**config.mk**
```make
export PLATFORM = sky130hd
export DESIGN_NAME = lhe_queue
export DESIGN_NICKNAME = d
export VERILOG_FILES = /design/src/sv/lhe_pkg.sv /design/src/sv/lhe_queue.sv
export SDC_FILE = /design/constraint.sdc
export NUM_CORES = 1
export LEC_CHECK = 0
export ABC_CLOCK_PERIOD_IN_PS = 1870
export BUFFER_PORTS_ARGS = -buffer_cell sky130_fd_sc_hd__buf_2
export CORE_MARGIN = 2
export CORE_UTILIZATION = 46
export CTS_CLUSTER_DIAMETER = 50
export DETAILED_ROUTE_END_ITERATION = 12
export PLACE_DENSITY = 0.73
export SLEW_MARGIN = 10
export SYNTH_ARGS = -nofsm -noshare
export SYNTH_HDL_FRONTEND = slang
export SYNTH_SLANG_ARGS = --single-unit
```
**constraint.sdc**
```tcl
create_clock -name clk -period 1.87 [get_ports clk]
set_input_delay 0.0935 -clock clk [delete_from_list [all_inputs] [get_ports clk]]
set_output_delay 0.0935 -clock clk [all_outputs]
set_load 0.1 [all_outputs]
```
**src/sv/lhe_pkg.sv**
```systemverilog
// Shared types and constants for the latency histogram engine.
// No dependencies; the files that use this package refer to it by scoped names.
package lhe_pkg;

  localparam int FINE_BINS_DEF    = 2048;
  localparam int COARSE_BINS_DEF  = 128;
  localparam int FINE_RES_US_DEF  = 10;
  localparam int COARSE_RATIO_DEF = 10000;
  localparam int NUM_CLASSES_DEF  = 3;

  localparam int USEC_PER_SEC = 1000000;
  localparam int CNT_W        = 64;
  localparam int BIN_W        = 12;
  localparam int CLS_W        = 2;
  // tier-local index width at the largest fine tier the parameters allow
  localparam int IDX_W        = 18;
  localparam int Q_DEPTH      = 2;

  localparam logic MODE_RECORD = 1'b0;
  localparam logic MODE_READ   = 1'b1;

  typedef struct packed {
    logic             record;
    logic             cls_ok;
    logic [CLS_W-1:0] cls;
    logic             coarse;
    logic             hit;
    logic [IDX_W-1:0] idx;
    logic [BIN_W-1:0] bin_used;
  } job_t;

  typedef struct packed {
    logic [CNT_W-1:0] bin_count;
    logic [CNT_W-1:0] class_total;
    logic [BIN_W-1:0] bin_used;
    logic             is_coarse;
  } result_t;

  typedef struct packed {
    logic clearing;
    logic load;
  } back_stat_t;

endpackage

```
**src/sv/lhe_queue.sv**
```systemverilog
// Short job queue between the front end and the back end.
// Uses lhe_pkg for the job type and depth.
module lhe_queue (
  input  logic          clk,
  input  logic          rst_n,
  input  lhe_pkg::job_t push_data,
  input  logic          push_valid,
  output logic          push_ready,
  output lhe_pkg::job_t pop_data,
  output logic          pop_valid,
  input  logic          pop_ready
);

  localparam int PW = $clog2(lhe_pkg::Q_DEPTH);
  localparam int CW = $clog2(lhe_pkg::Q_DEPTH + 1);

  lhe_pkg::job_t mem_r [lhe_pkg::Q_DEPTH];
  logic [PW-1:0] wptr_r, rptr_r;
  logic [CW-1:0] cnt_r;
  logic          push, pop;

  assign push_ready = cnt_r != CW'(lhe_pkg::Q_DEPTH);
  assign pop_valid  = cnt_r != '0;
  assign pop_data   = mem_r[rptr_r];
  assign push       = push_valid && push_ready;
  assign pop        = pop_valid && pop_ready;

  always_ff @(posedge clk) begin
    if (!rst_n) begin
      wptr_r <= '0;
      rptr_r <= '0;
      cnt_r  <= '0;
    end else begin
      if (push) begin
        wptr_r <= (32'(wptr_r) == lhe_pkg::Q_DEPTH - 1) ? '0 : wptr_r + 1'b1;
      end
      if (pop) begin
        rptr_r <= (32'(rptr_r) == lhe_pkg::Q_DEPTH - 1) ? '0 : rptr_r + 1'b1;
      end
      if (push && !pop) begin
        cnt_r <= cnt_r + 1'b1;
      end else if (pop && !push) begin
        cnt_r <= cnt_r - 1'b1;
      end
    end
  end

  always_ff @(posedge clk) begin
    if (push) begin
      mem_r[wptr_r] <= push_data;
    end
  end

endmodule

```
Yosys cells after proc, flatten, opt, wreduce, memory -nomap -nowiden

Memories as Yosys holds them, arrays and structs flattened. A register that Yosys moved wholly into a read port is not among the register bits.
Index checks and enable logic that the tools add are counted.

Add/sub/neg operators: 4
Equal/unequal tests: 1
Mux-type cells: 8
Reductions and logical operators: 8

Operators by type and width:

| cell                                                                | number |
|---|---|
| 1-bit two-way mux                                                   | 6 |
| 1-bit logical AND                                                   | 4 |
| 2-bit two-way mux                                                   | 2 |
| 2-bit nonzero test                                                  | 2 |
| 1-bit adder (second input constant)                                 | 2 |
| 2-bit by 1-bit adder with 2-bit output (second input constant)      | 1 |
| 1-bit logical NOT                                                   | 2 |
| 2-bit inequality test (second input constant)                       | 1 |
| 2-bit by 1-bit subtractor with 2-bit output (second input constant) | 1 |

Bits in registers: 4
Bits in writable memories: 72
Input port bits: 40
Output and inout bits: 38
Logic and storage cells: 25
Memories: 1

Memories:

| memory | words | bits a word | read ports | clocked after Yosys merged registers in | write ports | RTL line        | source |
|---|---|---|---|---|---|---|---|
| mem_r  | 2     | 36          | 1          | 1                                       | 1           | lhe_queue.sv:17 | `lhe_pkg::job_t mem_r [lhe_pkg::Q_DEPTH];` |

Depth between registers and ports, before layout

Word-level depth: 6
Mapped depth: 6

Worst setup path before layout

Ideal clock, no wire load.

Kind: reg2reg
Start point: register cnt_r[0]
End point: memory mem_r[1][0] (netlist name) (enable)
Library setup time: 0.397 ns
Arrival time: 1.727 ns
Setup slack: -0.254 ns
Cell stages (with the launch flop): 3
Cell sequence: dfxtp_1 nand2b_4 and3_1

Cells in the longest elaborated chain, start to end: 4

RTL lines:

| element                                 | RTL line        | source |
|---|---|---|
| start, declared                         | lhe_queue.sv:19 | `logic [CW-1:0] cnt_r;` |
| start signal, assigned                  | lhe_queue.sv:41 | `cnt_r <= cnt_r + 1'b1;` |
| start signal, assigned                  | lhe_queue.sv:43 | `cnt_r <= cnt_r - 1'b1;` |
| 2-bit inequality test                   | lhe_queue.sv:22 | `assign push_ready = cnt_r != CW'(lhe_pkg::Q_DEPTH);` |
| via push_ready                          | lhe_queue.sv:8  | `output logic push_ready,` |
| 1-bit logical AND                       | lhe_queue.sv:25 | `assign push = push_valid && push_ready;` |
| 1-bit two-way mux                       | lhe_queue.sv:49 | `if (push) begin` |
| 1-bit two-way mux (implied by the code) | lhe_queue.sv:50 | `mem_r[wptr_r] <= push_data;` |
| end, declared                           | lhe_queue.sv:17 |  |

The timed path passes the listed nets, and every way through them passes these cells.

==> results.cfg <==
[setup_path]
path_delay_family = flip-flops
cp_max_fo = 10
arrival_ns = 1.62
reg2reg_from = cnt_r[0]$_SDFFE_PN0P_
slowest_stage = dfxtp_2
crit_required_ns = 1.78
start_kind = register
crit_cells = 3
crit_path_end_kind = output port
path_class = reg2out
critPathMaxStageDelay_ns = 0.48
ff2ff_path_depth = 5
r2r_setup_slack_ns = 0.29
crit_buf_inv = 2
r2r-end = cnt_r[1]$_SDFFE_PN0P_
crit_chain = buf_4, mux2_2, buf_12

[min_path]
whs_endpoint = rptr_r$_SDFFE_PN0P_
hp-start = rst_n
hold-path-cell-count = 2
hp-class = in2reg

[synth]
ys_async_sr_fraction_pct = 0
synth.most_common_cell = edfxtp_1
syn_area_um2 = 2830
synth-seq-cells = 77
yosys.area.top_type = edfxtp_1
synth_area_leaders = edfxtp_1, mux2_2, dfxtp_1
ys_warn_count = 0
synthTopCellsByCount = edfxtp_1, mux2_2, dfxtp_1, and2_1, buf_2
synth_top_area_share_pct = 76.3
ys.flop_type = edfxtp_1
synthCells = 136
synth_cell_type_count = 20
synth-seq-area-share_pct = 79.9
postSynthAreaPerCell_um2 = 20.8
synth-edff-count = 72
syn_nets = 177

[timing]
worst_pin_slew_ns = 0.490
period_share_pct = 91.5
finalSetupTns_ns = 0
finalHoldViolations = 0
setup_viol = 0
timing.fmax_ghz = 0.584
fin_skew_ns = 0.00705
max-slew-margin-rel_pct = 67.6
drv_slew = 0
whs_ns = 0.0149
rsz0062_at_grt = no
period_needed_ns = 1.71

[grt]
grt_pass1_wl_um = 7480
grt_pass1_vias = 1682
grt_use_total_pct = 15.5
antenna_found_initial = 0
grt_overflow = 0
grt_max_degree = 19

[clock_tree]
clk_path_buf_depth = 2
htreeDepth = 3
cts_setup_buffers = 0
cts_buffers = 9
tritoncts = built
cts_sinks = 77
insertion_delay_ns = 0.34
clk_pin_slew_ns = 0.07
cts-root-buf = clkbuf_8

[placement]
place.gp.congestion = 0.718
hpwl_um = 3310
io_buffer_count = 77

[die]
io_pins = 78
row_count = 28
die_h_um = 82.5
die_w_um = 82.5
initial_core_util_pct = 47.8
core_um2 = 5920
die_area_um2 = 6800

[drt]
num_vias = 1604
drcViolationCount = 0
drt-initial-drc-count = 90
drtPass1Iterations = 4
wl_per_cell_um = 14.4
vias_per_cell = 4.69
ant_nets = 0
wl_um = 4920

[finish]
nets = 303
syn_to_final_growth_pct = 58.6
utilization_pct = 75.9
antenna_cells = 0
layout-drive-gt1-share_pct = 52.4

[outcome]
status = finished, final reports clean

[power_and_ir_drop]
vdd_drop_max_mv = 1.24
cellLeakagePower_nw = 1.70
design_power_total_mw = 7.55
p_per_area_nw_per_um2 = 1680

[flow_run]
drv_cap = 0
[flip-flops by register name, summed over array words and instances, names as in the netlist, named ones only]
register and flops:
wptr_r 1, rptr_r 1, mem_r 72, cnt_r 2
[placed cells by master, fill, tap and decap left out, types with 2 or more instances in the layout]
cell type	count
xnor2_1	2
buf_2	41
edfxtp_1	72
mux2_2	36
dlygate4sd3_1	36
buf_12	39
clkinvlp_4	2
and2_1	4
dfxtp_1	4
clkinv_2	2
clkbuf_8	9
bufinv_16	2
buf_4	3
[final cells by class]
cell class | count | area (µm²)
clock inverter | 7 | 90.1
multi-input combinational | 54 | 546
timing repair buffer | 119 | 1370
sequential | 77 | 2260
fill | 358 | 1430
clock buffer | 9 | 124
tap | 75 | 93.8
inverter | 1 | 7.51
[kinds of logic (layout without fill, tap and decap cells)]
family,count (synthesis),in the layout,share of synthesized area [%]
adders and majority gates,1,1,0.442
DFF,77,77,79.9
AOI/OAI and AO/OA,5,5,1.24
xor gates and xnor gates,3,3,0.928
and+or+nand+nor,9,9,2.30
muxes,36,36,14.3
buffers and inverters,5,136,0.927
[worst max path at each step]
| stage | start | to | slack [ns] |
|---|---|---|---|
| floorplan | cnt_r[0]$_SDFFE_PN0P_ | mem_r[0][0]$_DFFE_PP_ | 0.1 |
| global placement | cnt_r[0]$_SDFFE_PN0P_ | mem_r[0][28]$_DFFE_PP_ | 0.34 |
| detailed placement | cnt_r[0]$_SDFFE_PN0P_ | cnt_r[1]$_SDFFE_PN0P_ | 0.30 |
| CTS | register | pop_data[3] | 0.12 |
| global route | register | pop_data[4] | 0.08 |
| finish | register | pop_data[3] | 0.16 |
[metrics by stage]
step	instances	worst slack [ns]	area, µm²
final	342	0.158	4490
after global routing	342	0.0761	4490
after CTS	342	0.123	4490
after detailed placement	290	0.295	3920
after global placement	290	0.342	3920
after floorplan	136	0.0996	2840
[where the power goes]
part | internal (mW) | switching, mW | total [mW]
clock | 0.743 | 0.551 | 1.29
sequential | 2.16 | 0.100 | 2.26
combinational | 1.44 | 2.55 | 3.99
total | 4.34 | 3.20 | 7.55
[metal layers]
metal,track usage (%),up-vias,wire (µm)
met1,18.9,759,2020
met2,25.5,54,2530
li1,-,781,-
met4,8.67,0,116
met3,3.70,10,261
met5,0,-,0
[what timing repair did]
item | 4_1_cts | 5_1_grt
hold buffers | 36 | 0
endpoints found under the hold margin | 72 | 0
resized for setup | 0 | 0
(Power assumes the default switching activity.)
