File: src/sv/lhe_pkg.sv
// Shared types and constants for the latency histogram engine.
// No dependencies; the files that use this package refer to it by scoped names.
package lhe_pkg;

  localparam int FINE_BINS_DEF    = 2048;
  localparam int COARSE_BINS_DEF  = 128;
  localparam int FINE_RES_US_DEF  = 10;
  localparam int COARSE_RATIO_DEF = 10000;
  localparam int NUM_CLASSES_DEF  = 3;

  localparam int USEC_PER_SEC = 1000000;
  localparam int CNT_W        = 64;
  localparam int BIN_W        = 12;
  localparam int CLS_W        = 2;
  // tier-local index width at the largest fine tier the parameters allow
  localparam int IDX_W        = 18;
  localparam int Q_DEPTH      = 2;

  localparam logic MODE_RECORD = 1'b0;
  localparam logic MODE_READ   = 1'b1;

  typedef struct packed {
    logic             record;
    logic             cls_ok;
    logic [CLS_W-1:0] cls;
    logic             coarse;
    logic             hit;
    logic [IDX_W-1:0] idx;
    logic [BIN_W-1:0] bin_used;
  } job_t;

  typedef struct packed {
    logic [CNT_W-1:0] bin_count;
    logic [CNT_W-1:0] class_total;
    logic [BIN_W-1:0] bin_used;
    logic             is_coarse;
  } result_t;

  typedef struct packed {
    logic clearing;
    logic load;
  } back_stat_t;

endpackage

File: src/sv/lhe_in_if.sv
// Input channel of the latency histogram engine: valid/ready plus one item.
// Standalone; no package dependency.
interface lhe_in_if;
  logic        valid;
  logic        ready;
  logic        mode;
  logic [1:0]  op_class;
  logic [31:0] begin_seconds;
  logic [19:0] begin_micros;
  logic [31:0] end_seconds;
  logic [19:0] end_micros;
  logic [11:0] read_bin;

  modport source (output valid, mode, op_class, begin_seconds, begin_micros,
                  end_seconds, end_micros, read_bin, input ready);
  modport sink   (input valid, mode, op_class, begin_seconds, begin_micros,
                  end_seconds, end_micros, read_bin, output ready);
endinterface

File: src/sv/lhe_front.sv
// Front end: accepts items, forms elapsed time and maps it to a bin.
// Uses lhe_pkg and lhe_in_if; hands jobs to the queue.
module lhe_front #(
  parameter int FINE_BINS    = lhe_pkg::FINE_BINS_DEF,
  parameter int COARSE_BINS  = lhe_pkg::COARSE_BINS_DEF,
  parameter int FINE_RES_US  = lhe_pkg::FINE_RES_US_DEF,
  parameter int COARSE_RATIO = lhe_pkg::COARSE_RATIO_DEF,
  parameter int NUM_CLASSES  = lhe_pkg::NUM_CLASSES_DEF
) (
  input  logic          clk,
  input  logic          rst_n,
  input  logic          accept_en,
  lhe_in_if.sink        in_bus,
  output lhe_pkg::job_t job,
  output logic          job_valid,
  input  logic          job_ready
);

  localparam int EW  = 54;
  localparam int QW  = ($clog2(FINE_BINS) > $clog2(COARSE_BINS)) ?
                       $clog2(FINE_BINS) : $clog2(COARSE_BINS);

  localparam longint FX  = longint'(FINE_BINS) * longint'(FINE_RES_US);
  localparam longint CDV = longint'(FINE_RES_US) * longint'(COARSE_RATIO);
  localparam longint CX  = longint'(COARSE_BINS) * CDV;
  localparam int     KF  = $clog2(FX * longint'(FINE_RES_US));
  localparam int     KC  = $clog2(CX * CDV);
  localparam longint MF  = ((longint'(1) << KF) + longint'(FINE_RES_US) - 1) /
                           longint'(FINE_RES_US);
  localparam longint MC  = ((longint'(1) << KC) + CDV - 1) / CDV;
  localparam int     XFW = $clog2(FX);
  localparam int     XCW = $clog2(CX);
  localparam int     XW  = (XFW > XCW) ? XFW : XCW;
  localparam int     PFW = XFW + $clog2(MF + 1);
  localparam int     PCW = XCW + $clog2(MC + 1);

  localparam logic [EW-1:0] USEC     = EW'(lhe_pkg::USEC_PER_SEC);
  localparam logic [EW-1:0] FINE_LIM = EW'(FX);
  localparam logic [EW-1:0] SAT_LIM  = EW'(FX + CX);
  localparam logic [QW-1:0] C_LAST   = QW'(COARSE_BINS - 1);

  typedef enum logic [5:0] {
    F_IDLE  = 6'b000001,
    F_MUL   = 6'b000010,
    F_ADD   = 6'b000100,
    F_SETUP = 6'b001000,
    F_DIV   = 6'b010000,
    F_PUSH  = 6'b100000
  } fstate_t;

  fstate_t              state_r, state_nxt;
  lhe_pkg::job_t        job_r, job_nxt;
  logic signed [32:0]   ds_r, ds_nxt;
  logic signed [20:0]   du_r, du_nxt;
  logic [EW-1:0]        el_r, el_nxt;
  logic [XW-1:0]        rem_r, rem_nxt;
  logic [QW-1:0]        q_r, q_nxt;

  logic [EW-1:0]        sum;
  logic [PFW-1:0]       fprod;
  logic [PCW-1:0]       cprod;
  logic [31:0]          rb_off;
  logic                 rb_coarse;

  always_ff @(posedge clk) begin
    if (!rst_n) begin
      state_r <= F_IDLE;
    end else begin
      state_r <= state_nxt;
    end
  end

  always_ff @(posedge clk) begin
    job_r <= job_nxt;
    ds_r  <= ds_nxt;
    du_r  <= du_nxt;
    el_r  <= el_nxt;
    rem_r <= rem_nxt;
    q_r   <= q_nxt;
  end

  assign in_bus.ready = (state_r == F_IDLE) && accept_en;
  assign sum          = el_r + {{(EW-21){du_r[20]}}, du_r};
  assign fprod        = PFW'(rem_r[XFW-1:0]) * PFW'(MF);
  assign cprod        = PCW'(rem_r[XCW-1:0]) * PCW'(MC);
  assign rb_off       = 32'(in_bus.read_bin) - 32'(FINE_BINS);
  assign rb_coarse    = 32'(in_bus.read_bin) >= 32'(FINE_BINS);

  always_comb begin
    state_nxt = state_r;
    job_nxt   = job_r;
    ds_nxt    = ds_r;
    du_nxt    = du_r;
    el_nxt    = el_r;
    rem_nxt   = rem_r;
    q_nxt     = q_r;
    unique case (state_r)
      F_IDLE: begin
        if (in_bus.valid && in_bus.ready) begin
          ds_nxt         = $signed({1'b0, in_bus.end_seconds}) -
                           $signed({1'b0, in_bus.begin_seconds});
          du_nxt         = $signed({1'b0, in_bus.end_micros}) -
                           $signed({1'b0, in_bus.begin_micros});
          job_nxt.record = (in_bus.mode == lhe_pkg::MODE_RECORD);
          job_nxt.cls    = in_bus.op_class;
          job_nxt.cls_ok = 32'(in_bus.op_class) < 32'(NUM_CLASSES);
          if (in_bus.mode == lhe_pkg::MODE_RECORD) begin
            job_nxt.hit = 1'b1;
            state_nxt   = F_MUL;
          end else begin
            job_nxt.coarse   = rb_coarse;
            job_nxt.hit      = !rb_coarse || (rb_off < 32'(COARSE_BINS));
            job_nxt.idx      = rb_coarse ? lhe_pkg::IDX_W'(rb_off) :
                                           lhe_pkg::IDX_W'(in_bus.read_bin);
            job_nxt.bin_used = in_bus.read_bin;
            state_nxt        = F_PUSH;
          end
        end
      end
      F_MUL: begin
        el_nxt    = $signed({{(EW-33){ds_r[32]}}, ds_r}) * $signed(USEC);
        state_nxt = F_ADD;
      end
      F_ADD: begin
        el_nxt    = sum[EW-1] ? '0 : sum;
        state_nxt = F_SETUP;
      end
      F_SETUP: begin
        q_nxt = '0;
        if (el_r < FINE_LIM) begin
          job_nxt.coarse = 1'b0;
          rem_nxt        = XW'(el_r);
          state_nxt      = F_DIV;
        end else if (el_r >= SAT_LIM) begin
          job_nxt.coarse = 1'b1;
          q_nxt          = C_LAST;
          state_nxt      = F_PUSH;
        end else begin
          job_nxt.coarse = 1'b1;
          rem_nxt        = XW'(el_r - FINE_LIM);
          state_nxt      = F_DIV;
        end
      end
      F_DIV: begin
        q_nxt     = job_r.coarse ? QW'(cprod >> KC) : QW'(fprod >> KF);
        state_nxt = F_PUSH;
      end
      F_PUSH: begin
        if (job_ready) begin
          state_nxt = F_IDLE;
        end
      end
      default: state_nxt = F_IDLE;
    endcase
  end

  always_comb begin
    job = job_r;
    if (job_r.record) begin
      job.idx      = lhe_pkg::IDX_W'(q_r);
      job.bin_used = job_r.coarse ? lhe_pkg::BIN_W'(32'(q_r) + 32'(FINE_BINS)) :
                                    lhe_pkg::BIN_W'(q_r);
    end
  end

  assign job_valid = (state_r == F_PUSH);

endmodule

File: src/flat_wrapper.sv
// flat-port wrapper written by rule: the top's interface ports become plain ports
module lhe_front_flat 
#(
  parameter int FINE_BINS    = lhe_pkg::FINE_BINS_DEF,
  parameter int COARSE_BINS  = lhe_pkg::COARSE_BINS_DEF,
  parameter int FINE_RES_US  = lhe_pkg::FINE_RES_US_DEF,
  parameter int COARSE_RATIO = lhe_pkg::COARSE_RATIO_DEF,
  parameter int NUM_CLASSES  = lhe_pkg::NUM_CLASSES_DEF
)
  (clk, rst_n, accept_en, job, job_valid, job_ready, in_bus_valid, in_bus_mode, in_bus_op_class, in_bus_begin_seconds, in_bus_begin_micros, in_bus_end_seconds, in_bus_end_micros, in_bus_read_bin, in_bus_ready);
  lhe_in_if in_bus_i ();
  input  logic clk;
  input  logic rst_n;
  input  logic accept_en;
  output lhe_pkg::job_t job;
  output logic job_valid;
  input  logic job_ready;
  input wire logic [$bits(in_bus_i.valid)-1:0] in_bus_valid;
  input wire logic [$bits(in_bus_i.mode)-1:0] in_bus_mode;
  input wire logic [$bits(in_bus_i.op_class)-1:0] in_bus_op_class;
  input wire logic [$bits(in_bus_i.begin_seconds)-1:0] in_bus_begin_seconds;
  input wire logic [$bits(in_bus_i.begin_micros)-1:0] in_bus_begin_micros;
  input wire logic [$bits(in_bus_i.end_seconds)-1:0] in_bus_end_seconds;
  input wire logic [$bits(in_bus_i.end_micros)-1:0] in_bus_end_micros;
  input wire logic [$bits(in_bus_i.read_bin)-1:0] in_bus_read_bin;
  output wire logic [$bits(in_bus_i.ready)-1:0] in_bus_ready;
  assign in_bus_i.valid = in_bus_valid;
  assign in_bus_i.mode = in_bus_mode;
  assign in_bus_i.op_class = in_bus_op_class;
  assign in_bus_i.begin_seconds = in_bus_begin_seconds;
  assign in_bus_i.begin_micros = in_bus_begin_micros;
  assign in_bus_i.end_seconds = in_bus_end_seconds;
  assign in_bus_i.end_micros = in_bus_end_micros;
  assign in_bus_i.read_bin = in_bus_read_bin;
  assign in_bus_ready = in_bus_i.ready;
  lhe_front #(.FINE_BINS(FINE_BINS), .COARSE_BINS(COARSE_BINS), .FINE_RES_US(FINE_RES_US), .COARSE_RATIO(COARSE_RATIO), .NUM_CLASSES(NUM_CLASSES)) u_core (.clk(clk), .rst_n(rst_n), .accept_en(accept_en), .in_bus(in_bus_i), .job(job), .job_valid(job_valid), .job_ready(job_ready));
endmodule
File: config.mk
export PLATFORM = sky130hd
export DESIGN_NAME = lhe_front_flat
export DESIGN_NICKNAME = d
export VERILOG_FILES = /design/src/sv/lhe_pkg.sv /design/src/sv/lhe_in_if.sv /design/src/sv/lhe_front.sv /design/src/flat_wrapper.sv
export SDC_FILE = /design/constraint.sdc
export NUM_CORES = 2
export LEC_CHECK = 0
export BUFFER_PORTS_ARGS = -buffer_cell sky130_fd_sc_hd__buf_2
export CAP_MARGIN = 30
export CORE_MARGIN = 3
export CORE_UTILIZATION = 35
export CTS_CLUSTER_DIAMETER = 120
export CTS_CLUSTER_SIZE = 20
export DETAILED_ROUTE_END_ITERATION = 10
export HOLD_SLACK_MARGIN = 0.05
export PLACE_DENSITY = 0.58
export SLEW_MARGIN = 20
export SYNTH_ARGS = -nofsm -noshare
export SYNTH_HDL_FRONTEND = slang
export SYNTH_SLANG_ARGS = --single-unit
export TNS_END_PERCENT = 100
File: constraint.sdc
create_clock -name clk -period 18.7 [get_ports clk]
set_input_delay 0 -clock clk [delete_from_list [all_inputs] [get_ports clk]]
set_output_delay 0 -clock clk [all_outputs]
set_load 0.05 [all_outputs]
== Yosys cells after proc, flatten, opt, wreduce, memory -nomap -nowiden ==
Cells that the tools add are included.
Operators by class
  add/subtract/negate cells: 6
  multipliers: 3
  $lt $le $gt $ge: 5
  equal/unequal tests: 10
  mux-type cells: 23
  bitwise operators: 1
  reductions and logical operators: 12
Operators with widths (number)
  $pmux W54 S2: 1
  $mux W30: 2
  $add A54 B54 Y54: 1
  $ge A54 B24 Y1 const B: 1
  $lt A54 B15 Y1 const B: 1
  $mux W53: 1
  $mul A24 B25 Y49 const B: 1
  $mul A33 B15 Y48 const B: 1
  $mux W24: 2
  $pmux W6 S6: 1
  $sub A32 B32 Y33: 1
  $lt A32 B8 Y1 const B: 1
  $mux W32: 1
  $mux W6: 5
  $mul A15 B15 Y29 const B: 1
  $sub A24 B15 Y24 const B: 1
  $mux W11: 2
  $pmux W11 S2: 1
  $sub A20 B20 Y21: 1
  $mux W18: 1
  $sub A12 B12 Y13 const B: 1
  $add A11 B12 Y12 const B: 1
  $ge A12 B12 Y1 const B: 1
  $mux W12: 1
  19 further kinds: 29
Word-level totals
  register bits: 185
  input bits: 124
  output and inout bits: 38
  logic and storage cells: 74

== Logic depth before layout (Yosys ltp) ==
  depth after elaboration: 6
  gate-level depth with buffers: 24
  mapped depth without buffers: 24

== Worst setup path before layout ==
Ideal clock, no wire load.
  kind: reg-to-reg
  start: register u_core.rem_r[6]
  end: register u_core.q_r[7], data pin
  setup time: 0.269 ns
  data arrival time: 6.369 ns
  data required time: 18.431 ns
  slack: 12.062 ns
  stages on the path, launching flop included: 25
  buffers on the path: 0
  clock period less this slack: 6.638 ns
  cell sequence: edfxtp_1 inv_1 fa_1 fa_1 inv_1 fa_1 inv_1 fa_1 inv_1 fa_1 fa_1 inv_1 fa_1 inv_1 ha_1 a21o_1 a2111oi_0 o211a_1 o31ai_1 nor3_1 a21oi_1 a31o_2 a21oi_1 xnor2_1 a21oi_1
On the way
  word-level cells in the longest chain between the ends: 3
  elaborated cells on any way between the ends: 4
  those cells by class: mul (2); mux (2)
Ends and longest elaborated chain
  start, declared: RTL line lhe_front.sv:56  | logic [XW-1:0] rem_r, rem_nxt;
  start signal, assigned: RTL line lhe_front.sv:78  | rem_r <= rem_nxt;
  $mul A24 B25 Y49 / $mul A15 B15 Y29 (equally long branches): RTL line lhe_front.sv:85, lhe_front.sv:84
  $mux W11 *: RTL line lhe_front.sv:145  | q_nxt = job_r.coarse ? QW'(cprod >> KC) : QW'(fprod >> KF);
  $pmux W11 S2 *: RTL line lhe_front.sv:97  | unique case (state_r)
  end signal, assigned: RTL line lhe_front.sv:79  | q_r <= q_nxt;
  end, declared: RTL line lhe_front.sv:57  | logic [QW-1:0] q_r, q_nxt;
Every way passes the cells marked *; elsewhere a longest branch is shown, timed or not.
A chain may end at the register's enable or synchronous reset.

== Worst setup path after layout ==
  start: register u_core.rem_r[13]
  end: register u_core.q_r[7], data pin
The elaborated chain is that of the path after synthesis.

==> qor.yml <==
worst_setup_path:
  criticalPathCategory: "reg -> reg"
  signal_arrival_time_at_the_worst_endpoint_ns: 7.79
  cpLargestDelayFamily: "adder cells"
  worst-path-buf-inv: 2
  critical_path.most_common_cell: "fa_1"
  setup.worst_path.end_class: "register"
  cell_chain_critical_path: "fa_1 > inv_1 > fa_1 > fa_1 > inv_1 > fa_1 > fa_1 > fa_1 > fa_1 > ha_1 > and4_1 > nor4b_1 > nand4_1 > o31ai_1 > nor3_1 > a21oi_1 > a31o_2 > a21oi_1 > xnor2_1 > a21oi_1"
  worstPathMaxFanout: 12
  start_kind: "register"
  worstPathRequired_ns: 18.93
  slowest_stage_cell_crit_path: "fa_1"
  slowest_delay_ns: 0.74
detailed_routing:
  initialDrtViolationCount: 1181
  route.vias.total: 23800
  route.detailed.vias_per_inst: 4.98
  routedWlPerCell_um: 17.3
  drt_pass_1_iters: 5
  postRouteWirelength_um: 82900
  post-route-drc-count: 0
  drtAntennaViolNets: 0
timing:
  timing.final.max_slew_violations: 0
  worst-slew-pin-transition_ns: 0.896
  finalSetupViolCount: 0
  timing.max_slew.rel_slack: 0.387
  finalCritPeriodShare: 0.405
  grt_setup_unrepaired: "false"
  final_min_period_ns: 7.56
  finClkSkew_ns: 0.0162
  finalHoldViolCount: 0
  clock.fmax_mhz: 132
  setup_tns_ns: 0
yosys:
  post_synth_inst_count: 3293
  synth_cell_type_count: 71
  syn_area_per_cell_um2: 10.1
  yosys_warnings: 0
  ys_dominant_reg_cell: "edfxtp_1"
  combinational_family_with_the_most_area_after_synthesis: "adder cells"
  synthAdderAreaFrac: 0.526
  synth-compound-area-share: 0.116
  synthXorXnorAreaFrac: 0.0432
  async_set_reset_flop_share_out_of_synthesis: 0
  synth.mux.area_fraction: 0.00467
  ys_seq_elements: 169
  synth_simple_gate_area_share: 0.0726
  synth.cell_area_um2: 33200
  synth_seq_area_share: 0.151
  synth_edf_count: 163
floorplan:
  starting_density_of_the_core: 0.355
  io_pins: 162
  placeableCoreArea_um2: 93700
  chipWidth_um: 314
  rows: 112
  floorplan.die_area_um2: 98700
  die-height_um: 314
place:
  post_detailed_placement_half_perimeter_wirelength_um: 72100
  place_congestion: 0.960
  port_buffers: 161
cts:
  insertion_delay_ns: 0.49
  clock_root_buffer: "clkbuf_16"
  cts-buffers-inserted: 17
  ctsHtreeMaxLevel: 4
  ctsLongestPathBuffers: 2
  cts.repair_timing.setup_buffer_count: 0
  tritoncts: "done"
  cts.sinks: 169
  clk_transition_reported_paths_ns: 0.07
job:
  max_cap_viols: 0
grt:
  gr-total-overflow: 0
  grt_pass1_wl_um: 134000
  grt_usage: 0.173
  grt_start_max_net_pins: 61
  grt_antenna_before_repair: 1
  first_global_vias: 25200
layout:
  num-nets-final: 4770
  drive_above_1_share: 0.0660
  areaGrowthSynthToFinish_pct: 11.2
min_path:
  min-delay-path-class: "in -> reg"
outcome:
  status: "completed"
==> worst paths after layout <==
path                                   endpoint  cells past startpoint                     from  slack [ns]
worst max-delay path              u_core.q_r[7]                     20         u_core.rem_r[13]       11.14
worst max register to register    u_core.q_r[7]                     20         u_core.rem_r[13]       11.14
worst min-delay path            u_core.du_r[19]                      4  in_bus_begin_micros[19]        0.09
worst min register to register  u_core.rem_r[0]                      0           u_core.el_r[0]        0.51
==> routing by layer <==
metal,up-vias,global-route usage,routed length [um]
met3,87,0.0255,3690
met1,11700,0.219,36400
met5,-,0,0
met2,433,0.307,40900
li1,11600,-,-
met4,0,0.0452,1910
==> layout by cell type (no fill, tap or decap), types with 13 or more instances in the layout <==
cell type	n
inv_1	687
ha_1	675
fa_1	451
a21oi_1	164
edfxtp_1	163
buf_2	161
nand2_1	122
a21o_1	113
o21ai_0	108
nor2_1	99
xnor2_1	96
dlygate4sd3_1	94
xor2_1	68
nand3_1	36
nor3_1	32
nand4_1	32
o22ai_1	31
nand2b_1	29
nor2b_1	24
a31oi_1	20
o21a_1	19
a211oi_1	17
nor4_1	17
clkbuf_16	17
and3_1	16
o211ai_1	15
a21boi_0	14
o21bai_1	13
==> cell usage after synthesis, drive strengths merged (7+ instances only) <==
library cell / instances / share of area
o22ai: 31 / 0.0058
a211oi: 17 / 0.0038
fa: 451 / 0.27
and4: 9 / 0.0024
nand3b: 10 / 0.0023
nand4: 32 / 0.0060
nor2: 101 / 0.011
inv: 687 / 0.078
nand2b: 29 / 0.0055
o31ai: 9 / 0.0020
xor2: 68 / 0.018
and2: 8 / 0.0015
buf: 27 / 0.0057
xnor2: 96 / 0.025
or4: 7 / 0.0016
a21o: 113 / 0.026
edfxtp: 163 / 0.15
o21bai: 13 / 0.0029
nor4: 17 / 0.0032
a31oi: 20 / 0.0038
a21oi: 164 / 0.025
or3: 12 / 0.0023
clkbuf: 30 / 0.0034
nor3: 33 / 0.0051
o211ai: 15 / 0.0034
a21boi: 14 / 0.0032
nor2b: 24 / 0.0045
ha: 675 / 0.25
mux2: 12 / 0.0041
o21ai: 110 / 0.017
o21a: 19 / 0.0043
or2: 12 / 0.0023
nand3: 36 / 0.0054
nand2: 123 / 0.014
and3: 16 / 0.0030
==> registers in the layout, summed over array words and instances (netlist names) <==
name / flops
u_core.du_r: 21
u_core.q_r: 11
u_core.ds_r: 33
u_core.el_r: 54
u_core.job: 6
u_core.job_r: 14
u_core.rem_r: 24
u_core.state_r: 6
==> through the flow <==
step	instances	setup WS [ns]	cell area [um^2]	util	hold slack [ns]
after floorplan	3294	12.06	33200	-	0.0889
after global placement	4659	11.38	35400	0.377	0.178
after detailed placement	4661	11.21	35400	0.378	0.179
after CTS	4786	11.19	36900	0.394	0.0518
after global routing	4786	10.83	36900	0.394	0.100
final	4787	11.14	36900	0.394	0.0922
==> area by class of cell <==
| type | count | area, um^2 |
|---|---|---|
| inverters | 687 | 2580 |
| multi-input cells | 2381 | 25400 |
| diodes | 1 | 2.50 |
| clock buffers | 17 | 425 |
| repair buffers | 264 | 1820 |
| fillers | 9325 | 56800 |
| flip-flops and latches | 169 | 5010 |
| clock inverters | 14 | 184 |
| well taps | 1254 | 1570 |
==> what timing repair did <==
action,in CTS,in global routing
hold endpoints to repair,74,0
hold buffers,94,0
gates resized for setup,0,0
==> tightest hold or removal path: cells and delay by family <==
kind	cells	cell delay [ns]
XOR/XNOR	1	0.10
adder cells (fa/ha/maj)	1	0.17
buffers and inverters	2	0.13
==> logic make-up after synthesis <==
group | count (synthesis)
AOI/OAI and AO/OA | 597
xor gates and xnor gates | 164
adders and majority gates | 1126
buffers and inverters | 744
DFF | 169
muxes | 14
other | 1
and+or+nand+nor | 478
Power is not shown: default switching activity piles up to over one toggle a cycle in this logic, so the estimate is an artifact.
